--- src/rtl/nus_pkg.sv ---
// nal unit splitter package: result item type, queue push bundle, constants
// used by the front, queue and back modules; no dependencies

package nus_pkg;

	localparam int unsigned PosW      = 16;
	localparam int unsigned LenW      = 16;
	localparam int unsigned QDepth    = 4;
	localparam int unsigned QAddrW    = 2;
	localparam int unsigned QCountW   = 3;
	localparam logic [15:0] MaxLenRst = 16'd1200;
	localparam logic [15:0] StartSkip = 16'd3;

	typedef struct packed {
		logic [PosW-1:0] unit_offset;
		logic [LenW-1:0] unit_length;
		logic            end_of_frame;
		logic            oversize;
		logic            final_of_item;
	} unit_res_t;

	// up to two result items written into the queue in one cycle
	typedef struct packed {
		logic [1:0] count;
		unit_res_t  first;
		unit_res_t  second;
	} push_t;

endpackage

--- src/rtl/nus_if.sv ---
// valid/ready channel interfaces for the nal unit splitter
// byte channel in, unit result channel out; no dependencies

interface nus_byte_if;
	logic       valid;
	logic       ready;
	logic [7:0] data_byte;
	logic       last_byte;

	modport source (output valid, output data_byte, output last_byte, input ready);
	modport sink (input valid, input data_byte, input last_byte, output ready);
endinterface

interface nus_unit_if;
	logic        valid;
	logic        ready;
	logic [15:0] unit_offset;
	logic [15:0] unit_length;
	logic        end_of_frame;
	logic        oversize;
	logic        final_of_item;

	modport source (output valid, output unit_offset, output unit_length,
		output end_of_frame, output oversize, output final_of_item, input ready);
	modport sink (input valid, input unit_offset, input unit_length,
		input end_of_frame, input oversize, input final_of_item, output ready);
endinterface

--- src/rtl/nal_unit_splitter.sv ---
// top level of the nal unit splitter: front, result queue and back
// depends on nus_pkg, nus_if, nus_front, nus_queue, nus_back
//
// bytes: one packet byte per item, last_byte marks the packet's final byte.
// units: one item per nal unit found, with offset, length, end_of_frame,
//   oversize and final_of_item (set on the last item caused by one byte).
// cfg_we / cfg_wdata: writes max_unit_len (reset value 1200); write only
//   while no byte is in flight.
// throughput: one byte per cycle. a byte makes zero, one or two items;
//   the four-entry queue takes two at once, the back drains one per
//   cycle unless the receiver stalls, so bytes are held off only when
//   the queue is nearly full. a result item is written into the queue
//   when its byte is accepted and then moves on to the output register.
// reset: all parse state and the queue are cleared, the output is empty
//   and max_unit_len goes back to 1200.
// receiver stall: the output register holds its item; the queue fills and
//   then bytes.ready drops until room for two items returns.

module nal_unit_splitter import nus_pkg::*; #(
	parameter int unsigned PACKET_BYTES_MAX = 65536
) (
	input  logic            clk,
	input  logic            arst_n,
	nus_byte_if.sink        bytes,
	nus_unit_if.source      units,
	input  logic            cfg_we,
	input  logic [LenW-1:0] cfg_wdata
);

	push_t     push;
	logic      space_ok;
	logic      pop;
	logic      not_empty;
	unit_res_t head;

	nus_front #(
		.PACKET_BYTES_MAX (PACKET_BYTES_MAX)
	) u_front (
		.clk       (clk),
		.arst_n    (arst_n),
		.bytes     (bytes),
		.cfg_we    (cfg_we),
		.cfg_wdata (cfg_wdata),
		.space_ok  (space_ok),
		.push      (push)
	);

	nus_queue u_queue (
		.clk       (clk),
		.arst_n    (arst_n),
		.push      (push),
		.space_ok  (space_ok),
		.pop       (pop),
		.not_empty (not_empty),
		.head      (head)
	);

	nus_back u_back (
		.clk       (clk),
		.arst_n    (arst_n),
		.not_empty (not_empty),
		.head      (head),
		.pop       (pop),
		.units     (units)
	);

endmodule

--- src/rtl/nus_front.sv ---
// front part: accepts bytes, tracks start codes and unit bounds, and
// pushes zero, one or two result items per byte; depends on nus_pkg, nus_if

module nus_front import nus_pkg::*; #(
	parameter int unsigned PACKET_BYTES_MAX = 65536
) (
	input  logic             clk,
	input  logic             arst_n,
	nus_byte_if.sink         bytes,
	input  logic             cfg_we,
	input  logic [LenW-1:0]  cfg_wdata,
	input  logic             space_ok,
	output push_t            push
);

	localparam int unsigned PosCapInt =
		((PACKET_BYTES_MAX - 1) > 65535) ? 65535 : (PACKET_BYTES_MAX - 1);
	localparam logic [PosW-1:0] PosCap = PosW'(PosCapInt);

	logic [LenW-1:0] max_len_q;
	logic [PosW-1:0] pos_q;
	logic [31:0]     recent_q;
	logic            in_unit_q;
	logic [PosW-1:0] start_q;
	logic            dropping_q;

	logic              accept;
	logic              code;
	logic              drop_zero;
	logic signed [17:0] d1;
	logic [LenW-1:0]   len1;
	logic              over1;
	logic              r1;
	logic              r2;
	logic              in_new;
	logic              dropping_new;
	logic [PosW-1:0]   start_new;
	logic [16:0]       sum2;
	logic [LenW-1:0]   len2;
	unit_res_t         res1;
	unit_res_t         res2;

	assign bytes.ready = space_ok;
	assign accept      = bytes.valid && space_ok;

	always_comb begin
		code      = (pos_q >= StartSkip) && (recent_q[23:0] == 24'h000001);
		// a zero before the start code belongs to a four-byte code
		drop_zero = (recent_q[31:24] == 8'd0) &&
			({1'b0, pos_q} >= ({1'b0, start_q} + 17'd4));
		d1 = $signed({2'b00, pos_q}) - $signed({2'b00, start_q}) - 18'sd3
			- $signed({17'd0, drop_zero});
		len1  = d1[17] ? '0 : d1[LenW-1:0];
		over1 = len1 > max_len_q;

		r1           = !dropping_q && code && in_unit_q;
		dropping_new = dropping_q || (r1 && over1);
		in_new       = in_unit_q;
		start_new    = start_q;
		if (r1 && over1) begin
			in_new = 1'b0;
		end
		if (!dropping_q && code && !dropping_new) begin
			in_new    = 1'b1;
			start_new = pos_q;
		end

		sum2 = {1'b0, pos_q} - {1'b0, start_new} + 17'd1;
		len2 = sum2[16] ? '1 : sum2[LenW-1:0];
		r2   = !dropping_q && bytes.last_byte && in_new && !dropping_new;

		res1.unit_offset   = start_q;
		res1.unit_length   = len1;
		res1.end_of_frame  = 1'b0;
		res1.oversize      = over1;
		res1.final_of_item = !r2;

		res2.unit_offset   = start_new;
		res2.unit_length   = len2;
		res2.end_of_frame  = 1'b1;
		res2.oversize      = len2 > max_len_q;
		res2.final_of_item = 1'b1;

		push.first  = r1 ? res1 : res2;
		push.second = res2;
		if (!accept) begin
			push.count = 2'd0;
		end else begin
			push.count = {1'b0, r1} + {1'b0, r2};
		end
	end

	always_ff @(posedge clk or negedge arst_n) begin
		if (!arst_n) begin
			max_len_q  <= MaxLenRst;
			pos_q      <= '0;
			recent_q   <= '0;
			in_unit_q  <= 1'b0;
			start_q    <= '0;
			dropping_q <= 1'b0;
		end else begin
			if (cfg_we) begin
				max_len_q <= cfg_wdata;
			end
			if (accept) begin
				if (bytes.last_byte) begin
					pos_q      <= '0;
					recent_q   <= '0;
					in_unit_q  <= 1'b0;
					start_q    <= '0;
					dropping_q <= 1'b0;
				end else begin
					recent_q   <= {recent_q[23:0], bytes.data_byte};
					if (pos_q < PosCap) begin
						pos_q <= pos_q + 16'd1;
					end
					in_unit_q  <= in_new;
					start_q    <= start_new;
					dropping_q <= dropping_new;
				end
			end
		end
	end

endmodule

--- src/rtl/nus_queue.sv ---
// result queue between front and back: two writes, one read per cycle
// depends on nus_pkg

module nus_queue import nus_pkg::*; (
	input  logic      clk,
	input  logic      arst_n,
	input  push_t     push,
	output logic      space_ok,
	input  logic      pop,
	output logic      not_empty,
	output unit_res_t head
);

	unit_res_t            entry_q [QDepth];
	logic [QAddrW-1:0]    wr_ptr_q;
	logic [QAddrW-1:0]    rd_ptr_q;
	logic [QCountW-1:0]   count_q;
	logic [QAddrW-1:0]    wr_next;

	assign wr_next   = wr_ptr_q + QAddrW'(1);
	assign not_empty = count_q != '0;
	// room for the worst case of two items from one byte
	assign space_ok  = count_q <= QCountW'(QDepth - 2);
	assign head      = entry_q[rd_ptr_q];

	always_ff @(posedge clk) begin
		if (push.count != 2'd0) begin
			entry_q[wr_ptr_q] <= push.first;
		end
		if (push.count == 2'd2) begin
			entry_q[wr_next] <= push.second;
		end
	end

	always_ff @(posedge clk or negedge arst_n) begin
		if (!arst_n) begin
			wr_ptr_q <= '0;
			rd_ptr_q <= '0;
			count_q  <= '0;
		end else begin
			wr_ptr_q <= wr_ptr_q + QAddrW'(push.count);
			if (pop) begin
				rd_ptr_q <= rd_ptr_q + QAddrW'(1);
			end
			count_q <= count_q + QCountW'(push.count) - QCountW'(pop);
		end
	end

endmodule

--- src/rtl/nus_back.sv ---
// back part: takes result items from the queue into the output register
// and holds them until the receiver takes them; depends on nus_pkg, nus_if

module nus_back import nus_pkg::*; (
	input  logic      clk,
	input  logic      arst_n,
	input  logic      not_empty,
	input  unit_res_t head,
	output logic      pop,
	nus_unit_if.source units
);

	logic      valid_q;
	unit_res_t res_q;

	assign pop                 = not_empty && (!valid_q || units.ready);
	assign units.valid         = valid_q;
	assign units.unit_offset   = res_q.unit_offset;
	assign units.unit_length   = res_q.unit_length;
	assign units.end_of_frame  = res_q.end_of_frame;
	assign units.oversize      = res_q.oversize;
	assign units.final_of_item = res_q.final_of_item;

	always_ff @(posedge clk or negedge arst_n) begin
		if (!arst_n) begin
			valid_q <= 1'b0;
		end else if (pop) begin
			valid_q <= 1'b1;
		end else if (units.ready) begin
			valid_q <= 1'b0;
		end
	end

	always_ff @(posedge clk) begin
		if (pop) begin
			res_q <= head;
		end
	end

endmodule
--- src/flat_wrapper.sv ---
// flat-port wrapper written by rule: the top's interface ports become plain ports
module nal_unit_splitter_flat import nus_pkg::*;
#(
	parameter int unsigned PACKET_BYTES_MAX = 65536
)
  (clk, arst_n, cfg_we, cfg_wdata, bytes_valid, bytes_data_byte, bytes_last_byte, bytes_ready, units_valid, units_unit_offset, units_unit_length, units_end_of_frame, units_oversize, units_final_of_item, units_ready);
  nus_byte_if bytes_i ();
  nus_unit_if units_i ();
  input  logic clk;
  input  logic arst_n;
  input  logic cfg_we;
  input  logic [LenW-1:0] cfg_wdata;
  input wire logic [$bits(bytes_i.valid)-1:0] bytes_valid;
  input wire logic [$bits(bytes_i.data_byte)-1:0] bytes_data_byte;
  input wire logic [$bits(bytes_i.last_byte)-1:0] bytes_last_byte;
  output wire logic [$bits(bytes_i.ready)-1:0] bytes_ready;
  output wire logic [$bits(units_i.valid)-1:0] units_valid;
  output wire logic [$bits(units_i.unit_offset)-1:0] units_unit_offset;
  output wire logic [$bits(units_i.unit_length)-1:0] units_unit_length;
  output wire logic [$bits(units_i.end_of_frame)-1:0] units_end_of_frame;
  output wire logic [$bits(units_i.oversize)-1:0] units_oversize;
  output wire logic [$bits(units_i.final_of_item)-1:0] units_final_of_item;
  input wire logic [$bits(units_i.ready)-1:0] units_ready;
  assign bytes_i.valid = bytes_valid;
  assign bytes_i.data_byte = bytes_data_byte;
  assign bytes_i.last_byte = bytes_last_byte;
  assign bytes_ready = bytes_i.ready;
  assign units_valid = units_i.valid;
  assign units_unit_offset = units_i.unit_offset;
  assign units_unit_length = units_i.unit_length;
  assign units_end_of_frame = units_i.end_of_frame;
  assign units_oversize = units_i.oversize;
  assign units_final_of_item = units_i.final_of_item;
  assign units_i.ready = units_ready;
  nal_unit_splitter #(.PACKET_BYTES_MAX(PACKET_BYTES_MAX)) u_core (.clk(clk), .arst_n(arst_n), .bytes(bytes_i), .units(units_i), .cfg_we(cfg_we), .cfg_wdata(cfg_wdata));
endmodule
--- config.mk ---
export PLATFORM = sky130hd
export DESIGN_NAME = nal_unit_splitter_flat
export DESIGN_NICKNAME = d
export VERILOG_FILES = /design/src/rtl/nus_pkg.sv /design/src/rtl/nus_if.sv /design/src/rtl/nal_unit_splitter.sv /design/src/rtl/nus_front.sv /design/src/rtl/nus_queue.sv /design/src/rtl/nus_back.sv /design/src/flat_wrapper.sv
export SDC_FILE = /design/constraint.sdc
export NUM_CORES = 1
export LEC_CHECK = 0
export ABC_CLOCK_PERIOD_IN_PS = 26900
export BUFFER_PORTS_ARGS = -buffer_cell sky130_fd_sc_hd__buf_2
export CAP_MARGIN = 5
export CORE_MARGIN = 3
export CORE_UTILIZATION = 30
export CTS_CLUSTER_SIZE = 10
export DETAILED_ROUTE_END_ITERATION = 16
export HOLD_SLACK_MARGIN = 0.06
export PLACE_DENSITY = 0.55
export SLEW_MARGIN = 20
export SYNTH_ARGS = -nofsm -noshare
export SYNTH_HDL_FRONTEND = slang
export SYNTH_SLANG_ARGS = --single-unit
--- constraint.sdc ---
create_clock -name clk -period 26.9 [get_ports clk]
set_input_delay 2.69 -clock clk [delete_from_list [all_inputs] [get_ports clk]]
set_output_delay 2.69 -clock clk [all_outputs]
set_load 0.01 [all_outputs]
Word-level counts from Yosys, hierarchy flattened
Memory sizes are Yosys's and may differ from the RTL's. A register that Yosys moved wholly into a read port is not among the register bits.
Cells that the tools add are included.
{"block": "classes", "add_sub_neg": 13, "magnitude_cmp": 6, "n_eq_ne": 2, "muxes": 19, "n_reduce_logical": 23}
{"operator": "16-bit 2-to-1 mux", "count": 6}
{"operator": "35-bit 2-to-1 mux", "count": 1}
{"operator": "16-bit by 16-bit subtractor with 17-bit output", "count": 2}
{"operator": "16-bit greater-than comparator", "count": 2}
{"operator": "32-bit 2-to-1 mux", "count": 1}
{"operator": "24-bit by 1-bit equality test with 1-bit output (second input constant)", "count": 1}
{"operator": "17-bit by 3-bit subtractor with 18-bit output (second input constant)", "count": 1}
{"operator": "18-bit by 2-bit subtractor with 18-bit output", "count": 1}
{"operator": "16-bit by 3-bit adder with 17-bit output (second input constant)", "count": 1}
{"operator": "17-bit by 1-bit adder with 17-bit output (second input constant)", "count": 1}
{"operator": "16-bit by 17-bit >= comparator with 1-bit output", "count": 1}
{"operator": "16-bit by 1-bit adder with 16-bit output (second input constant)", "count": 1}
{"operator": "16-bit by 2-bit >= comparator with 1-bit output (second input constant)", "count": 1}
{"operator": "16-bit less-than comparator (second input constant)", "count": 1}
{"operator": "1-bit logical AND", "count": 11}
{"operator": "1-bit 2-to-1 mux", "count": 10}
{"operator": "8-bit logical NOT", "count": 1}
{"operator": "2-bit nonzero test", "count": 3}
{"operator": "2-bit by 1-bit adder with 2-bit output (second input constant)", "count": 2}
{"operator": "1-bit logical NOT", "count": 4}
{"operator": "3-bit by 2-bit adder with 3-bit output", "count": 1}
{"operator": "3-bit by 2-bit <= comparator with 1-bit output (second input constant)", "count": 1}
{"operator": "3-bit nonzero test", "count": 1}
{"operator": "3-bit by 1-bit subtractor with 3-bit output", "count": 1}
{"operator": "other kinds (6)", "count": 7}
{"block": "word_totals", "register_bits": 90, "ram_bits": 140, "n_memories": 1}
{"name": "u_core.u_queue.entry_q", "depth": 4, "width": 35, "read_ports": 1, "rd_clocked_by_memory_dff": 1, "wr": 2, "line_no": "nus_queue.sv:14", "source": "unit_res_t entry_q [QDepth];"}

Logic depth before layout (Yosys ltp)
{"block": "depth", "word_depth": 18, "depth_mapped": 55, "mapped_depth_nobuf": 52}

By module
Synthesis repeated with hierarchy kept, for this count alone.
{"block": "unflattened", "cells_unflattened": 1418, "hier_area_um2": 16358.2}
{"mod": "nus_front", "n_inst": 1, "cells_each": 1002, "area_each_um2": 8100.3}
{"mod": "nus_queue", "n_inst": 1, "cells_each": 377, "area_each_um2": 7163.1}
{"mod": "nus_back", "n_inst": 1, "cells_each": 39, "area_each_um2": 1094.8}

Least setup slack after synthesis
Ideal clock, no wire load.
{"block": "synth_timing", "path_type": "reg-to-reg", "start": "register u_core.u_front.start_q[2]", "end": "memory u_core.u_queue.entry_q[1][1] (netlist bit), data pin", "setup_ps": 267, "t_arrival_ps": 10293, "path_slack_ps": 16340, "path_stages_with_launch": 53, "path_buffers": 3, "period_less_slack_ps": 10560, "cell_sequence": "dfrtp_1 ha_1 nand2_1 nor2_1 and4_1 nand2_1 xnor2_1 ha_1 nand4_1 o41ai_1 nor3_1 a211o_1 ha_1 ha_1 inv_1 ha_1 inv_1 nor3_4 [17 not listed] ha_1 o21ai_0 o21ai_0 a21oi_1 o211ai_1 a41oi_1 xnor2_1 nand2_1 ha_1 a21o_1 a21o_1 a21o_1 a21o_1 a21o_1 a21oi_1 nor2b_1 o22ai_1 o22ai_1"}
{"item": "start, declared", "line_no": "nus_front.sv:24", "source": "logic [PosW-1:0] start_q;"}
{"item": "start signal, assigned", "line_no": "nus_front.sv:118", "source": "start_q <= start_new;"}
{"item": "end, declared", "line_no": "nus_queue.sv:14"}

==> summary.md <==
Via density per instance: 5.30. Measured against the total synthesized area, the mux share comes to 5.55%. The total power after layout was 1800 uW; the final critical-path share of the clock period was 44.7%. The internal power of the cells totals 1060 uW.

The parity-gate share of the synthesized area counting xor and xnor cells is 3.65%. For the number of global-route vias before repair, the log shows 11,500. Clock tree root buffer cell: sky130_fd_sc_hd__clkbuf_16. The cell with the biggest individual delay on the critical path is sky130_fd_sc_hd__o41ai_4. Buffers inserted during clock tree synthesis total 34.

The initialized floorplan defines 82 standard-cell rows. Total routed wirelength: 44,000 um. The share of the synthesized area in the top cell type is 32.7%. Once detailed placement completed, the half-perimeter wirelength came to 31,000 um. Setup repair after global routing left no endpoint under its margin.

Entering global routing, the biggest net connects 54 pins. The main combinational cell family by area after synthesis was compound AO/OA/AOI/OAI gates. The number of cells upsized or downsized after cts is 0. The repair_antennas step left the layout with diodes totalling 0. Post-CTS timing repair inserted 0 buffers for setup. Ranked by total cell area, the synthesized netlist is headed by sky130_fd_sc_hd__edfxtp_1 33%, sky130_fd_sc_hd__dfrtp_1 14%, sky130_fd_sc_hd__ha_1 8.4%.

The first global-routing pass estimated 67,600 um of wire. The Yosys step of the flow raised 0 warnings. After detailed routing, the wire length on met1 is 18,800 um. In the synthesized netlist, the number of instances is 1,412. The post-synthesis cell area is 15,300 um2.

After clock tree synthesis, the clock-pin slew on the worst setup and hold paths is 50 ps. In the final layout, the share of cells above drive strength 1 is 13.1%. STA puts the critical path data required time at 27,130 ps. The number of nets in the synthesized netlist is 1,548. In this run the remaining antenna-violating nets after routing total 0. The share of total power consumed by net switching was 41.0%; the remaining design rule violation count was 0. Power spread over the standard cell area amounts to 104 nW/um2.

The post-synthesis async set-or-reset flop share works out to 34.0%. In this run, flip-flops and latches consume 30.1% of the power. The tools report the reported leakage power as 0.00710 uW.

For the I/O pin count, the log shows 67. Wire segments on met2 add up to 21,100 um in the final route. At the pin with the least slew margin, the transition time is 1100 ps.

The total global routing overflow is 0. The logs give 30.5% for the starting density of the core and 26.9% for the worst slew margin relative to its limit. Counting I/O delays and the setup requirement, the final critical path takes 12,020 ps.

For the number of search-and-repair iterations in the first detailed-routing pass, the log shows 5. The floorplan step set the die width to 232 um. The initial antenna violation count was 0. TritonCTS built the clock tree. The tools report the number of hold buffers added after cts as 0.

VDD sags by at most 52.4 uV. The highest layer touched by signal routing is met4. The total negative slack was 0 ps. Cell family with the largest share of critical-path delay: compound AO/OA/AOI/OAI gates.

The worst hold path belongs to the class flop to flop. In this run the number of H-tree levels came out at 2. Across every metal layer, demand over resource in global routing totals 16.2%. STA classifies the critical path endpoint as a flop. For the clock sink count, the log shows 265. Summing the areas of all compound-gate instances in the mapped netlist gives 15.3% of the synthesized area. The largest single stage delay on the critical path is 700 ps.

For the final database, setup skew stands at 28.3 ps. The total of endpoints with negative setup slack in the final report was 0. In this run, the clock network consumes 23.7% of the power. The final-report hold violation count is 0.

The flow ran to the end, and the final reports show no timing, DRC or antenna violations. For the data arrival time of the worst path, the log shows 12,260 ps. After detailed routing, the average wire length per cell comes to 20.6 um.

The congestion estimate from routability-driven global placement came to 0.946. For the DRC marker count from the first detailed-route iteration, the log shows 953. Across the run, the number of max-cap violations was 0. Port buffering added 66 buffers. The worst setup path is of the flop to flop kind.

The final layout contains 1,579 nets. Fill cells in the final layout number 4,976. The fmax is 83.2 MHz.

The area growth from synthesis to final layout was 13.4%. The most used flip-flop cell after synthesis is sky130_fd_sc_hd__edfxtp_1. Detailed routing placed a total of 2600 um of wire on met3.

Of the synthesized area, sequential elements account for 48.4%. At the later pin of the worst-skew pair, clock insertion delay measures 530 ps. The longest clock path from root to sink contains 3 buffers. Highest net fanout along the worst path: 41. The share of total power dissipated in combinational logic is 46.1%. The count of flip-flops with a built-in enable after synthesis is 167.

The die is 232 um tall. The synthesized-area fraction occupied by adder cells works out to 8.79%. The floorplan step defined a die boundary enclosing 53,900 um2. The critical path contains buffers and inverters numbering 3 combined. The simple-gate area share of the yosys netlist works out to 14.2%. Largest area contributor in the synthesized netlist: sky130_fd_sc_hd__edfxtp_1. The routed layout has 11,300 vias. The per-instance average area after synthesis works out to 10.9 um2.

The worst setup path is launched from a flop. The run gives 0 as the max-slew violation total from the final report. Counting distinct cell types in the post-synthesis netlist gives 72. Summed over all nets, the switching power comes to 739 uW. The post-synthesis sequential element count works out to 265. In this run the standard cell core region covers 50,400 um2.
worst paths after layout:
path	slack [ps]	depth (start not counted)	endpoint	from
worst max-delay path	14880	50	u_core.u_queue.entry_q[0][1]	u_core.u_front.start_q[2]
worst min-delay path	470	1	u_core.u_queue.entry_q[3][0]	u_core.u_queue.entry_q[3][0]
worst max register to register	14880	50	u_core.u_queue.entry_q[0][1]	u_core.u_front.start_q[2]
worst min register to register	470	1	u_core.u_queue.entry_q[3][0]	u_core.u_queue.entry_q[3][0]
max in group asynchronous	23590	2	u_core.u_queue.rd_ptr_q[0]	arst_n
min in group asynchronous	2140	1	u_core.u_front.recent_q[9]	arst_n
routing by layer:
metal	global-route usage, %	vias up
met5	0	-
met4	6.25	0
met3	2.69	72
met2	26.9	365
met1	21.1	5593
li1	-	5311
cells in the final DEF, fill, tap and decap left out, types with 4 or more instances in the layout:
cell	Yosys	routed
sky130_fd_sc_hd__clkbuf_16	0	35
sky130_fd_sc_hd__a21o_1	26	26
sky130_fd_sc_hd__a211oi_1	8	8
sky130_fd_sc_hd__nor4b_1	4	4
sky130_fd_sc_hd__o22ai_1	29	29
sky130_fd_sc_hd__nand3_1	24	24
sky130_fd_sc_hd__mux4_2	35	35
sky130_fd_sc_hd__clkbuf_1	65	18
sky130_fd_sc_hd__nor4_1	18	18
sky130_fd_sc_hd__nand2_1	168	168
sky130_fd_sc_hd__buf_2	2	65
sky130_fd_sc_hd__dfstp_2	4	4
sky130_fd_sc_hd__a21oi_1	43	42
sky130_fd_sc_hd__nor2_1	92	90
sky130_fd_sc_hd__o211ai_1	4	4
sky130_fd_sc_hd__nor3_1	21	20
sky130_fd_sc_hd__o21a_1	16	16
sky130_fd_sc_hd__o22a_1	4	4
sky130_fd_sc_hd__nand3b_1	34	34
sky130_fd_sc_hd__and3_1	7	7
sky130_fd_sc_hd__nand4_1	19	19
sky130_fd_sc_hd__edfxtp_1	167	167
sky130_fd_sc_hd__buf_4	4	20
sky130_fd_sc_hd__a22o_1	80	80
sky130_fd_sc_hd__nand2b_1	12	12
sky130_fd_sc_hd__dfrtp_1	86	85
sky130_fd_sc_hd__and2_1	8	8
sky130_fd_sc_hd__o21ai_1	23	21
sky130_fd_sc_hd__xor2_1	30	30
sky130_fd_sc_hd__or2_1	5	5
sky130_fd_sc_hd__ha_1	103	103
sky130_fd_sc_hd__xnor2_1	34	34
sky130_fd_sc_hd__a211o_1	5	5
sky130_fd_sc_hd__nor2b_1	10	10
sky130_fd_sc_hd__dfxtp_1	8	8
sky130_fd_sc_hd__o21ai_0	69	69
sky130_fd_sc_hd__inv_1	63	63
sky130_fd_sc_hd__and4_1	4	4
synthesized netlist by cell type (16+ instances only):
master                     instances
sky130_fd_sc_hd__a21o_1           26
sky130_fd_sc_hd__a21oi_1          43
sky130_fd_sc_hd__a22o_1           80
sky130_fd_sc_hd__clkbuf_1         65
sky130_fd_sc_hd__dfrtp_1          86
sky130_fd_sc_hd__edfxtp_1        167
sky130_fd_sc_hd__ha_1            103
sky130_fd_sc_hd__inv_1            63
sky130_fd_sc_hd__mux4_2           35
sky130_fd_sc_hd__nand2_1         168
sky130_fd_sc_hd__nand3_1          24
sky130_fd_sc_hd__nand3b_1         34
sky130_fd_sc_hd__nand4_1          19
sky130_fd_sc_hd__nor2_1           92
sky130_fd_sc_hd__nor3_1           21
sky130_fd_sc_hd__nor4_1           18
sky130_fd_sc_hd__o21a_1           16
sky130_fd_sc_hd__o21ai_0          69
sky130_fd_sc_hd__o21ai_1          23
sky130_fd_sc_hd__o22ai_1          29
sky130_fd_sc_hd__xnor2_1          34
sky130_fd_sc_hd__xor2_1           30
worst register-to-register path, delay by kind of cell, from the launching register on:
| family | cells | cell delay [ps] |
|---|---|---|
| buffers and inverters | 3 | 560 |
| adder cells (fa/ha/maj) | 9 | 2530 |
| XOR/XNOR | 2 | 740 |
| AND/OR/NAND/NOR | 12 | 1910 |
| flip-flops | 1 | 490 |
| AO/OA/AOI/OAI | 24 | 5540 |
final cells by class:
class,instances,area [um2],share of cell area (%)
Inverter,63,236,1.36
Timing Repair Buffer,85,475,2.73
Tap cell,672,841,4.83
Sequential cell,265,7430,42.7
Clock buffer,55,971,5.58
Multi-Input combinational cell,994,7370,42.3
Clock inverter,7,81.3,0.467
cell families (layout without fill, tap and decap cells):
logic type      after synthesis  count (layout)
mux                          41              41
fa+ha+maj                   106             106
xor+xnor                     64              64
compound gates              339             339
flops                       265             265
simple gates                444             444
buf+inv                     153             210
through the flow:
stage	setup slack [ps]	hold slack (ps)	cells	cell area, um2	util, %
after floorplan	16340	431	1412	15300	-
after global placement	15430	441	2079	16300	32.4
after detailed placement	15030	461	2079	16300	32.5
after CTS	15010	474	2141	17400	34.5
after global routing	13890	487	2141	17400	34.6
final	14880	469	2141	17400	34.6
state kept, by name, indices dropped and copies added, names as in the netlist, 3 cells and up:
signal and count:
u_core.u_back.units.unit_length 16, u_core.u_front.start_q 16, u_core.u_back.units.unit_offset 16, u_core.u_queue.count_q 3, u_core.u_front.pos_q 16, u_core.u_front.max_len_q 16, u_core.u_queue.entry_q 140, u_core.u_front.recent_q 32
power groups by stage:
stage | Sequential [uW] | Clock [uW] | Combinational [uW]
finish | 544 | 427 | 832
global route | 552 | 456 | 914
CTS | 544 | 437 | 831
detailed placement | 552 | 0 | 826
global placement | 550 | 0 | 812
floorplan | 546 | 0 | 565
Power figures use the tool's default switching activity.
